## config.mk

```make
export PLATFORM = sky130hd
export DESIGN_NAME = glyph_atlas_shelf_packer
export DESIGN_NICKNAME = d
export VERILOG_FILES = /design/src/rtl/gasp_pkg.sv /design/src/rtl/gasp_place.sv /design/src/rtl/gasp_state.sv /design/src/rtl/glyph_atlas_shelf_packer.sv
export SDC_FILE = /design/constraint.sdc
export NUM_CORES = 1
export LEC_CHECK = 0
export ABC_AREA = 1
export BUFFER_PORTS_ARGS = -buffer_cell sky130_fd_sc_hd__buf_2
export CORE_ASPECT_RATIO = 0.5
export CORE_MARGIN = 5
export CORE_UTILIZATION = 60
export CTS_BUF_LIST = sky130_fd_sc_hd__clkbuf_4 sky130_fd_sc_hd__clkbuf_8
export DETAILED_ROUTE_END_ITERATION = 10
export PLACE_DENSITY = 0.79
export SETUP_SLACK_MARGIN = 0.4
export SLEW_MARGIN = 10
export SYNTH_ARGS = -nofsm -noshare
export SYNTH_HDL_FRONTEND = slang
export SYNTH_SLANG_ARGS = --single-unit
```

## constraint.sdc

```tcl
create_clock -name aclk -period 13.19 [get_ports aclk]
set_clock_uncertainty 0.1 [all_clocks]
set_input_delay 2.638 -clock aclk [delete_from_list [all_inputs] [get_ports aclk]]
set_output_delay 2.638 -clock aclk [all_outputs]
set_load 0.005 [all_outputs]
```

## src/rtl/gasp_pkg.sv

```systemverilog
// Package for the glyph atlas shelf packer: widths, codes, state and result
// structs, and the saturating and sizing helpers. No dependencies.
`default_nettype none

package gasp_pkg;

    localparam int COORD_BITS     = 16;
    localparam int GLYPH_BITS     = 8;
    localparam int CFG_DATA_BITS  = 16;
    localparam int CFG_INDEX_BITS = 2;
    localparam int WIDE_BITS      = COORD_BITS + 1;
    localparam int SIZE_BITS      = CFG_DATA_BITS + COORD_BITS;

    typedef logic [COORD_BITS-1:0]     coord_t;
    typedef logic [WIDE_BITS-1:0]      wide_t;
    typedef logic [GLYPH_BITS-1:0]     glyph_t;
    typedef logic [CFG_DATA_BITS-1:0]  cfg_data_t;
    typedef logic [CFG_INDEX_BITS-1:0] cfg_index_t;
    typedef logic [SIZE_BITS-1:0]      size_wide_t;

    localparam cfg_index_t CFG_IDX_INIT_WIDTH  = cfg_index_t'(0);
    localparam cfg_index_t CFG_IDX_INIT_HEIGHT = cfg_index_t'(1);
    localparam cfg_data_t  INIT_SIZE_RESET     = cfg_data_t'(256);

    // Quadrant being filled, one-hot.
    typedef enum logic [3:0] {
        QUAD_TL = 4'b0001,
        QUAD_TR = 4'b0010,
        QUAD_BL = 4'b0100,
        QUAD_BR = 4'b1000
    } quad_t;

    typedef struct packed {
        quad_t  quadrant;
        coord_t cursor_x;
        coord_t cursor_y;
        coord_t shelf_x;
        coord_t shelf_bottom;
        coord_t region_x;
        coord_t region_y;
        coord_t region_w;
        coord_t region_h;
        coord_t cur_width;
        coord_t cur_height;
    } pack_state_t;

    typedef struct packed {
        coord_t place_x;
        coord_t place_y;
        coord_t atlas_width;
        coord_t atlas_height;
        logic   grew;
        logic   full_res;
    } place_res_t;

    function automatic coord_t sat_coord(wide_t v);
        return v[COORD_BITS] ? {COORD_BITS{1'b1}} : v[COORD_BITS-1:0];
    endfunction

    function automatic wide_t widen(coord_t v);
        return {1'b0, v};
    endfunction

    function automatic wide_t widen_glyph(glyph_t v);
        return wide_t'(v);
    endfunction

    // Register value to atlas size: zero reads as one, clamp to coordinate range.
    function automatic coord_t size_from_cfg(cfg_data_t v);
        size_wide_t w;
        size_wide_t m;
        w = size_wide_t'(v);
        m = size_wide_t'({COORD_BITS{1'b1}});
        if (w == '0) begin
            w = size_wide_t'(1);
        end
        return (w > m) ? {COORD_BITS{1'b1}} : w[COORD_BITS-1:0];
    endfunction

    function automatic pack_state_t restart_state(cfg_data_t iw, cfg_data_t ih);
        pack_state_t s;
        s              = '0;
        s.quadrant     = QUAD_TL;
        s.region_w     = size_from_cfg(iw);
        s.region_h     = size_from_cfg(ih);
        s.cur_width    = s.region_w;
        s.cur_height   = s.region_h;
        return s;
    endfunction

endpackage

`default_nettype wire

```

## src/rtl/gasp_place.sv

```systemverilog
// Placement logic: one rectangle against the packer state, giving the next
// state and the result. Purely combinational. Uses gasp_pkg.
`default_nettype none

module gasp_place
    import gasp_pkg::*;
(
    input  pack_state_t st,
    input  glyph_t      glyph_width,
    input  glyph_t      glyph_height,
    output pack_state_t st_next,
    output place_res_t  res
);

    wide_t  gw;
    wide_t  gh;
    logic   wrap;
    coord_t cx0;
    coord_t cy0;
    wide_t  py_h;
    coord_t sb1;
    logic   spill;
    coord_t rx;
    coord_t ry;
    logic   full;

    always_comb begin
        gw = widen_glyph(glyph_width);
        gh = widen_glyph(glyph_height);

        // New shelf when the rectangle reaches the region's right edge.
        wrap = (widen(st.cursor_x) + gw) >= (widen(st.region_x) + widen(st.region_w));
        cx0  = wrap ? st.shelf_x : st.cursor_x;
        cy0  = wrap ? st.shelf_bottom : st.cursor_y;
        py_h = widen(cy0) + gh;
        sb1  = (widen(st.shelf_bottom) < py_h) ? sat_coord(py_h) : st.shelf_bottom;
        spill = widen(sb1) >= (widen(st.region_y) + widen(st.region_h));

        st_next              = st;
        st_next.cursor_x     = sat_coord(widen(cx0) + gw);
        st_next.cursor_y     = cy0;
        st_next.shelf_bottom = sb1;

        res              = '0;
        res.place_x      = cx0;
        res.place_y      = cy0;
        res.atlas_width  = st.cur_width;
        res.atlas_height = st.cur_height;

        rx   = st.region_x;
        ry   = st.region_y;
        full = 1'b0;

        if (spill) begin
            case (st.quadrant)
                QUAD_TL, QUAD_BR: begin
                    full = st.cur_width[COORD_BITS-1] | st.cur_height[COORD_BITS-1];
                    // Double; the old size is the new half.
                    st_next.cur_width  = {st.cur_width[COORD_BITS-2:0], 1'b0};
                    st_next.cur_height = {st.cur_height[COORD_BITS-2:0], 1'b0};
                    st_next.region_w   = st.cur_width;
                    st_next.region_h   = st.cur_height;
                    st_next.quadrant   = QUAD_TR;
                    rx = st.cur_width;
                    ry = '0;
                    res.grew = 1'b1;
                end
                QUAD_TR: begin
                    st_next.quadrant = QUAD_BL;
                    rx = '0;
                    ry = st.cur_height >> 1;
                end
                QUAD_BL: begin
                    st_next.quadrant = QUAD_BR;
                    rx = st.cur_width >> 1;
                    ry = st.cur_height >> 1;
                end
                default: begin
                    rx = st.region_x;
                    ry = st.region_y;
                end
            endcase

            st_next.region_x     = rx;
            st_next.region_y     = ry;
            st_next.shelf_x      = rx;
            st_next.cursor_y     = ry;
            st_next.cursor_x     = sat_coord(widen(rx) + gw);
            st_next.shelf_bottom = sat_coord(widen(ry) + gh);
            res.place_x          = rx;
            res.place_y          = ry;
            res.atlas_width      = st_next.cur_width;
            res.atlas_height     = st_next.cur_height;

            if (full) begin
                st_next          = st;
                res              = '0;
                res.atlas_width  = st.cur_width;
                res.atlas_height = st.cur_height;
                res.full_res     = 1'b1;
            end
        end
    end

endmodule

`default_nettype wire

```

## src/rtl/gasp_state.sv

```systemverilog
// Packer state and size registers; a size register write restarts the packer.
// Uses gasp_pkg.
`default_nettype none

module gasp_state
    import gasp_pkg::*;
(
    input  logic        aclk,
    input  logic        aresetn,
    input  logic        cfg_we,
    input  cfg_index_t  cfg_index,
    input  cfg_data_t   cfg_data,
    input  logic        step_en,
    input  pack_state_t st_next,
    output pack_state_t st
);

    cfg_data_t   init_w_reg;
    cfg_data_t   init_w_next;
    cfg_data_t   init_h_reg;
    cfg_data_t   init_h_next;
    pack_state_t st_reg;
    logic        known_index;

    always_comb begin
        init_w_next = init_w_reg;
        init_h_next = init_h_reg;
        known_index = 1'b0;
        case (cfg_index)
            CFG_IDX_INIT_WIDTH: begin
                init_w_next = cfg_data;
                known_index = 1'b1;
            end
            CFG_IDX_INIT_HEIGHT: begin
                init_h_next = cfg_data;
                known_index = 1'b1;
            end
            default: begin
                known_index = 1'b0;
            end
        endcase
    end

    always_ff @(posedge aclk) begin
        if (!aresetn) begin
            init_w_reg <= INIT_SIZE_RESET;
            init_h_reg <= INIT_SIZE_RESET;
            st_reg     <= restart_state(INIT_SIZE_RESET, INIT_SIZE_RESET);
        end else if (cfg_we && known_index) begin
            init_w_reg <= init_w_next;
            init_h_reg <= init_h_next;
            st_reg     <= restart_state(init_w_next, init_h_next);
        end else if (step_en) begin
            st_reg <= st_next;
        end
    end

    assign st = st_reg;

endmodule

`default_nettype wire

```

## src/rtl/glyph_atlas_shelf_packer.sv

```systemverilog
// Top level of the glyph atlas shelf packer: input register, placement
// logic, state registers and result register. Uses gasp_pkg, gasp_place, gasp_state.
`default_nettype none

// Glyph atlas shelf packer. Each input beat carries one rectangle (glyph
// width and height); each output beat gives its position, the atlas size
// after the placement, a grew flag when the atlas doubled and a full flag
// when doubling would leave the coordinate range (the position is then 0
// and nothing changes). One beat is taken every clock cycle unless the
// result side stalls; a result passes through the input register, then the
// result register, and the state update for an item lands in the same cycle as
// its result is registered, so the next item sees it. The input side keeps
// moving while a result waits, as long as the result register is free or
// drains that cycle. Writes to initial_width (index 0) or initial_height
// (index 1) restart the packer at once; cfg_ready is always high, and the
// port is meant to be written only while no beat is in flight. Other
// indexes are ignored. A size register of zero acts as one.
module glyph_atlas_shelf_packer
    import gasp_pkg::*;
(
    input  logic       aclk,
    input  logic       aresetn,

    input  logic       s_valid,
    output logic       s_ready,
    input  glyph_t     s_glyph_width,
    input  glyph_t     s_glyph_height,

    output logic       m_valid,
    input  logic       m_ready,
    output coord_t     m_place_x,
    output coord_t     m_place_y,
    output coord_t     m_atlas_width,
    output coord_t     m_atlas_height,
    output logic       m_grew,
    output logic       m_full_res,

    input  logic       cfg_valid,
    output logic       cfg_ready,
    input  cfg_index_t cfg_index,
    input  cfg_data_t  cfg_data
);

    // Input register.
    logic        in_valid_reg;
    glyph_t      gw_reg;
    glyph_t      gh_reg;

    // Result register.
    logic        out_valid_reg;
    place_res_t  out_res_reg;

    pack_state_t st;
    pack_state_t st_next;
    place_res_t  res;
    logic        out_free;
    logic        advance;

    // The result register can take a new beat when empty or draining now.
    assign out_free  = !out_valid_reg || m_ready;
    assign advance   = in_valid_reg && out_free;
    assign s_ready   = !in_valid_reg || out_free;
    assign cfg_ready = 1'b1;

    always_ff @(posedge aclk) begin
        if (!aresetn) begin
            in_valid_reg <= 1'b0;
        end else if (s_valid && s_ready) begin
            in_valid_reg <= 1'b1;
        end else if (advance) begin
            in_valid_reg <= 1'b0;
        end
    end

    always_ff @(posedge aclk) begin
        if (s_valid && s_ready) begin
            gw_reg <= s_glyph_width;
            gh_reg <= s_glyph_height;
        end
    end

    gasp_place u_place (
        .st           (st),
        .glyph_width  (gw_reg),
        .glyph_height (gh_reg),
        .st_next      (st_next),
        .res          (res)
    );

    // State advances when a placement moves into the result register, unless a size register write restarts it.
    gasp_state u_state (
        .aclk      (aclk),
        .aresetn   (aresetn),
        .cfg_we    (cfg_valid && cfg_ready),
        .cfg_index (cfg_index),
        .cfg_data  (cfg_data),
        .step_en   (advance),
        .st_next   (st_next),
        .st        (st)
    );

    always_ff @(posedge aclk) begin
        if (!aresetn) begin
            out_valid_reg <= 1'b0;
        end else if (advance) begin
            out_valid_reg <= 1'b1;
        end else if (m_ready) begin
            out_valid_reg <= 1'b0;
        end
    end

    always_ff @(posedge aclk) begin
        if (advance) begin
            out_res_reg <= res;
        end
    end

    assign m_valid        = out_valid_reg;
    assign m_place_x      = out_res_reg.place_x;
    assign m_place_y      = out_res_reg.place_y;
    assign m_atlas_width  = out_res_reg.atlas_width;
    assign m_atlas_height = out_res_reg.atlas_height;
    assign m_grew         = out_res_reg.grew;
    assign m_full_res     = out_res_reg.full_res;

endmodule

`default_nettype wire

```

======== Word level (Yosys, flattened, before mapping) ========
Index checks and enable logic that the tools add are counted.
word-level totals
  word-level logic and storage cells ...... 108
  output and inout port bits .............. 69
  register bits ........................... 264
operators by class
  add/subtract/negate cells ............... 7
  order comparisons ....................... 5
  bitwise logic cells ..................... 4
  reduce and logical (&&, ||, !) cells .... 26
  equal/unequal tests ..................... 7
  mux-type cells .......................... 37
operators with widths
  operator              count
  $mux 160              2
  $mux 16               15
  $mux 64               3
  $mux 66               2
  $mux 32               4
  $add 16x8->17         5
  $gt 32x16->1 const B  2
  $pmux 16 s3           1
  $add 16x16->17        2
  $logic_not 16->1      2
  $pmux 16 s2           1
  $ge 16x17->1          1
  $ge 17x17->1          1
  $lt 16x17->1          1
  $pmux 4 s3            1
  $reduce_bool 2->1     5
  $reduce_or 2->1       5
  $mux 1                8
  $reduce_and 4->1      2
  $reduce_and 3->1      2
  $eq 4x1->1 const B    1
  $eq 4x2->1 const B    1
  $eq 4x3->1 const B    1
  $eq 4x4->1 const B    1
  11 further kinds      17

======== Logic depth before layout (Yosys ltp) ========
  word-level depth ........................ 14
  gate-level depth with buffers ........... 72
  mapped depth without buffers ............ 67

======== Cells and area by module ========
A second synthesis with hierarchy kept.
unflattened totals
  cells, all modules ...................... 2974
  area, all modules ....................... 20169.3 um2
modules (own cells, without submodules)
  module                    area each (um2)  instances  cells an instance  sequential area each (um2)
  gasp_place                10053.4          1          1879               0.0
  gasp_state                7547.2           1          998                3923.8
  glyph_atlas_shelf_packer  2568.7           1          97                 2502.4

======== Worst setup path before layout ========
OpenSTA, ideal clock, no wires.
  path kind ............................... reg-to-reg
  from .................................... reg gw_reg[3]
  to ...................................... reg out_res_reg, in the netlist m_atlas_width[8] (data pin)
  data required time ...................... 12828 ps
  arrival ................................. 8228 ps
  cell stages (with the launch flop) ...... 63
  setup slack ............................. 4600 ps
  buffers on the path ..................... 6
  cells stage by stage .................... edfxtp_1 -> ha_1 -> nand3_1 -> nand2_1 -> a21oi_1 -> o21ai_0 -> nand2_1 -> nand2_1 -> nand2_1 -> nand2_1 -> nand2_1 -> nor4_1 -> nand2_1 -> nor3_1 -> ha_1 -> a21o_1 -> nor2_2 -> nand2_2 -> (+27 left out) -> nand2_1 -> inv_1 -> ha_1 -> nand2_1 -> nor2_1 -> nand4_1 -> nand3_1 -> nand2_1 -> nand2_1 -> nand2_1 -> nand2_1 -> nand2_1 -> nand2_1 -> nand3_2 -> nor2_1 -> buf_2 -> buf_2 -> o21ai_0
RTL lines
  item                    line                             text
  from (decl)             glyph_atlas_shelf_packer.sv:46   glyph_t gw_reg;
  from (signal assigned)  glyph_atlas_shelf_packer.sv:77   gw_reg <= s_glyph_width;
  to (signal assigned)    glyph_atlas_shelf_packer.sv:114  out_res_reg <= res;
  to (decl)               glyph_atlas_shelf_packer.sv:51   place_res_t out_res_reg;

======== Worst setup path after layout ========
  from .................................... reg gw_reg[0]
  to ...................................... reg u_state.st_reg, in the netlist u_state.st[136]
on the way
  longest elaborated chain between the ends .. 9
  elaborated cells on any way between the ends .. 11
  classes of those cells .................. add/sub: 2; order compare: 3; eq/ne: 1; mux: 4; reduce/logical: 1
ends and longest elaborated chain
  item                                     line                              text
  $add 16x8->17 (*)                        gasp_place.sv:32                  wrap = (widen(st.cursor_x) + gw) >= (widen(st.region_x) + widen(st.region_w));
  $ge 17x17->1 (*)                         gasp_place.sv:32
  $mux 16 (*)                              gasp_place.sv:34                  cy0 = wrap ? st.shelf_bottom : st.cursor_y;
  $add 16x8->17                            gasp_place.sv:35                  py_h = widen(cy0) + gh;
  $lt 16x17->1 or $mux 16 (tied branches)  gasp_place.sv:36, gasp_pkg.sv:57
  $mux 16                                  gasp_place.sv:36                  sb1 = (widen(st.shelf_bottom) < py_h) ? sat_coord(py_h) : st.shelf_bottom;
  $ge 16x17->1                             gasp_place.sv:37                  spill = widen(sb1) >= (widen(st.region_y) + widen(st.region_h));
  $ne 2x2->1 (no source line)              -
  $reduce_and 2->1 (no source line)        -
  to (signal assigned)                     gasp_state.sv:48                  st_reg <= restart_state(INIT_SIZE_RESET, INIT_SIZE_RESET);
  to (signal assigned)                     gasp_state.sv:52                  st_reg <= restart_state(init_w_next, init_h_next);
  to (signal assigned)                     gasp_state.sv:54                  st_reg <= st_next;
  to (decl)                                gasp_state.sv:22                  pack_state_t st_reg;
Mark *: on every way between the ends. The rest lies on a longest branch, timed or not. The select of a mux whose other input is x is not followed.
A chain may end at the register's enable or synchronous reset.

==> run_results.csv <==
group,metric,value,unit
run_status,outcome,"completed",
yosys,synth_area,18200,um2
cts,cts-resized-gates,0,
sta,finalCritPeriodShare,85.8,%
setup_path,end_kind,"register",
min_path,hold_path_class,"reg -> reg",
placement,portBuffers,106,
sta,slew_violations,0,
drt,wire_per_inst,17.6,um
yosys,synthArstFlopShare,0,%
sta,finalSetupTns,0,ns
floorplanning,start_util,60.5,%
drt,ant_nets,0,
yosys,synth_flop_cell,"dfxtp_1",
floorplanning,fp.dieW,257,um
layout,largest_reg_flops,148,
floorplanning,rows,45,
yosys,yosys.area.top_type,"dfxtp_1",
yosys,yosysWarningCount,0,
global_routing,grt_pass1_wl,85.1,mm
cts,cts.htree.levels,2,
sta,slew_headroom,24.4,%
sta,min_period,11.32,ns
drt,drt-total-wl,54.9,mm
drt,drtPass1Iterations,6,
cts,clk-insertion-delay-late,0.60,ns
job,cap_viol_max_count,0,
global_routing,grt_start_max_net_pins,78,
placement,finalWeightedCongestion,0.983,
cts,cts_inserted_buffers,40,
cts,clock-root-buffer,"clkbuf_8",
placement,hpwl,39.7,mm
cts,post_cts_buffers,0,
layout,diodes,0,
setup_path,crit_top_cell,"nand2_1",
floorplanning,num_io_pins,108,
drt,initialDrtViolationCount,2313,
setup_path,arrival,11.68,ns
setup_path,r2r_start,"gw_reg[0]$_DFFE_PP_",
floorplanning,core-area,30200,um2
global_routing,first_global_vias,15534,
global_routing,grt_overflow,0,
floorplanning,die-area,34200,um2
layout,final_layout_size_suffix_gt1_share,11.4,%
yosys,synth.top_cells.by_area,"dfxtp_1 (20%), edfxtp_1 (13%), nand2_1 (13%)",
layout,final_area,19800,um2
sta,fmax,88.4,MHz
drt,drc,0,
setup_path,crit_path_start_kind,"register",
min_path,hold_start,"u_state.init_w_reg[4]$_SDFFE_PN0P_",
sta,hold_ws,0.362,ns
layout,nets,2861,
placement,placed_area,18900,um2
drt,vias_per_cell,5.71,
setup_path,cp_max_fo,57,
floorplanning,die_height,133,um
yosys,synthesis.instances,2638,
global_routing,antenna_found_initial,1,
cts,cts_tree,"yes",
setup_path,crit_start,"gw_reg[0]$_DFFE_PP_",
sta,hold_viol,0,
global_routing,grt_util_all_layers,30.9,%
drt,route.vias.total,17840,
setup_path,critPathKind,"reg -> reg",
sta,rsz0062_at_grt,"false",
layout,area_delta_synth_final,8.67,%
sta,tightest_slew,1.13,ns
cts,clkSlewWorstSetupHoldPaths,0.07,ns
cts,hold_buffers,0,
setup_path,cp.required,13.55,ns
yosys,syn_area_per_cell,6.92,um2
cts,cts.path.max_buffers,3,
sta,finalSetupViolCount,0,
setup_path,slowest_stage,"nor2_2",
yosys,ys_ff_latch,264,
cts,cts_num_sinks,264,
yosys,synth_edf_count,82,
yosys,synth_cell_type_count,59,
yosys,ys_seq_area_share,33.5,%
yosys,synth_top_area_share,20.0,%
setup_path,max_stage_delay,0.68,ns
yosys,synthesis.nets,2804,
==> Yosys cell counts (6+ instances only) <==
master	instances
buf_2	31
nand2_1	653
nor2_4	8
clkbuf_1	66
o22ai_1	22
nor3_1	11
nor2_1	309
nand2_2	31
a22o_1	8
xnor2_1	30
ha_1	120
nand2_4	6
fa_1	7
or2_2	22
o21bai_1	16
nand3b_1	8
and2_1	6
nor2_2	9
o21ai_1	15
edfxtp_1	82
dfxtp_1	182
o21ai_0	249
xor2_1	42
nand3_2	6
inv_1	286
a21oi_1	193
mux2i_1	8
inv_2	8
nand4_1	16
nand3_1	124
==> critical path, delay by kind of cell (launching register included) <==
family | cells | cell delay (ns)
AOI/OAI and AO/OA | 8 | 1.55
xor gates and xnor gates | 2 | 0.37
adders and majority gates | 7 | 1.96
buffers and inverters | 4 | 0.77
DFF | 1 | 0.39
and+or+nand+nor | 40 | 6.01
==> path summary, 6_finish.rpt <==
path	endpoint	slack [ns]	cells after the start
min	u_state.init_w_reg[4]$_SDFFE_PN0P_	0.36	2
min reg2reg	u_state.init_w_reg[4]$_SDFFE_PN0P_	0.36	2
max reg2reg	u_state.st[136]$_SDFFE_PP0P_	1.87	61
max	u_state.st[136]$_SDFFE_PP0P_	1.87	61
==> cells in the final DEF (no fill, tap or decap), drive strengths merged, types with 2 or more instances in the layout <==
cell | Yosys | routed
nand2 | 690 | 690
nor2 | 329 | 329
inv | 294 | 295
o21ai | 269 | 269
a21oi | 193 | 193
dfxtp | 182 | 182
nand3 | 131 | 131
buf | 46 | 127
ha | 120 | 120
edfxtp | 82 | 82
clkbuf | 66 | 62
xor2 | 42 | 42
xnor2 | 30 | 30
o22ai | 24 | 24
or2 | 22 | 22
nand4 | 17 | 17
o21bai | 16 | 16
nor3 | 12 | 12
clkinv | 3 | 11
nand3b | 8 | 8
a22o | 8 | 8
mux2i | 8 | 8
fa | 7 | 7
and2 | 6 | 6
o21a | 5 | 5
a21o | 5 | 5
nor4 | 5 | 5
a31oi | 4 | 4
o31ai | 2 | 2
a21boi | 2 | 2
o211ai | 2 | 2
bufinv | 0 | 2
==> stage by stage <==
step,instances,setup WS (ns),util [%]
finish,3125,1.87,65.7
global placement,3052,2.42,62.7
floorplan,2638,4.60,-
detailed placement,3052,2.00,62.7
CTS,3125,2.00,65.7
global route,3125,0.764,65.7
==> cells by family (layout without fill, tap and decap cells) <==
| logic type | count (synthesis) | in the layout | synth area share, % |
|---|---|---|---|
| other | 1 | 1 | 0.0206 |
| multiplexers | 9 | 9 | 0.501 |
| buffers and inverters | 409 | 497 | 9.02 |
| AND/OR/NAND/NOR | 1221 | 1221 | 28.7 |
| adder cells (fa/ha/maj) | 127 | 127 | 9.00 |
| AO/OA/AOI/OAI | 535 | 535 | 15.9 |
| flip-flops | 264 | 264 | 33.5 |
| XOR/XNOR | 72 | 72 | 3.46 |
==> layer usage <==
layer,track usage [%],part of all wire [%],vias to the layer above,routed length (um)
met4,6.49,1.8,2,966
li1,-,-,8705,-
met3,11.1,15,68,8460
met5,0,0.024,-,13
met1,48.6,46,8057,25300
met2,40.0,37,1008,20100
==> area by class of cell <==
cell class	count	area, um2
Multi-Input combinational cell	1965	10500
Fill cell	2695	10300
Sequential cell	264	6110
Inverter	297	1110
Clock buffer	62	785
Timing Repair Buffer	127	688
Tap cell	399	499
Clock inverter	11	119
Power is left out: the tool's default activity adds up to more than one toggle a clock period on the data nets, which glitch-free logic cannot reach.
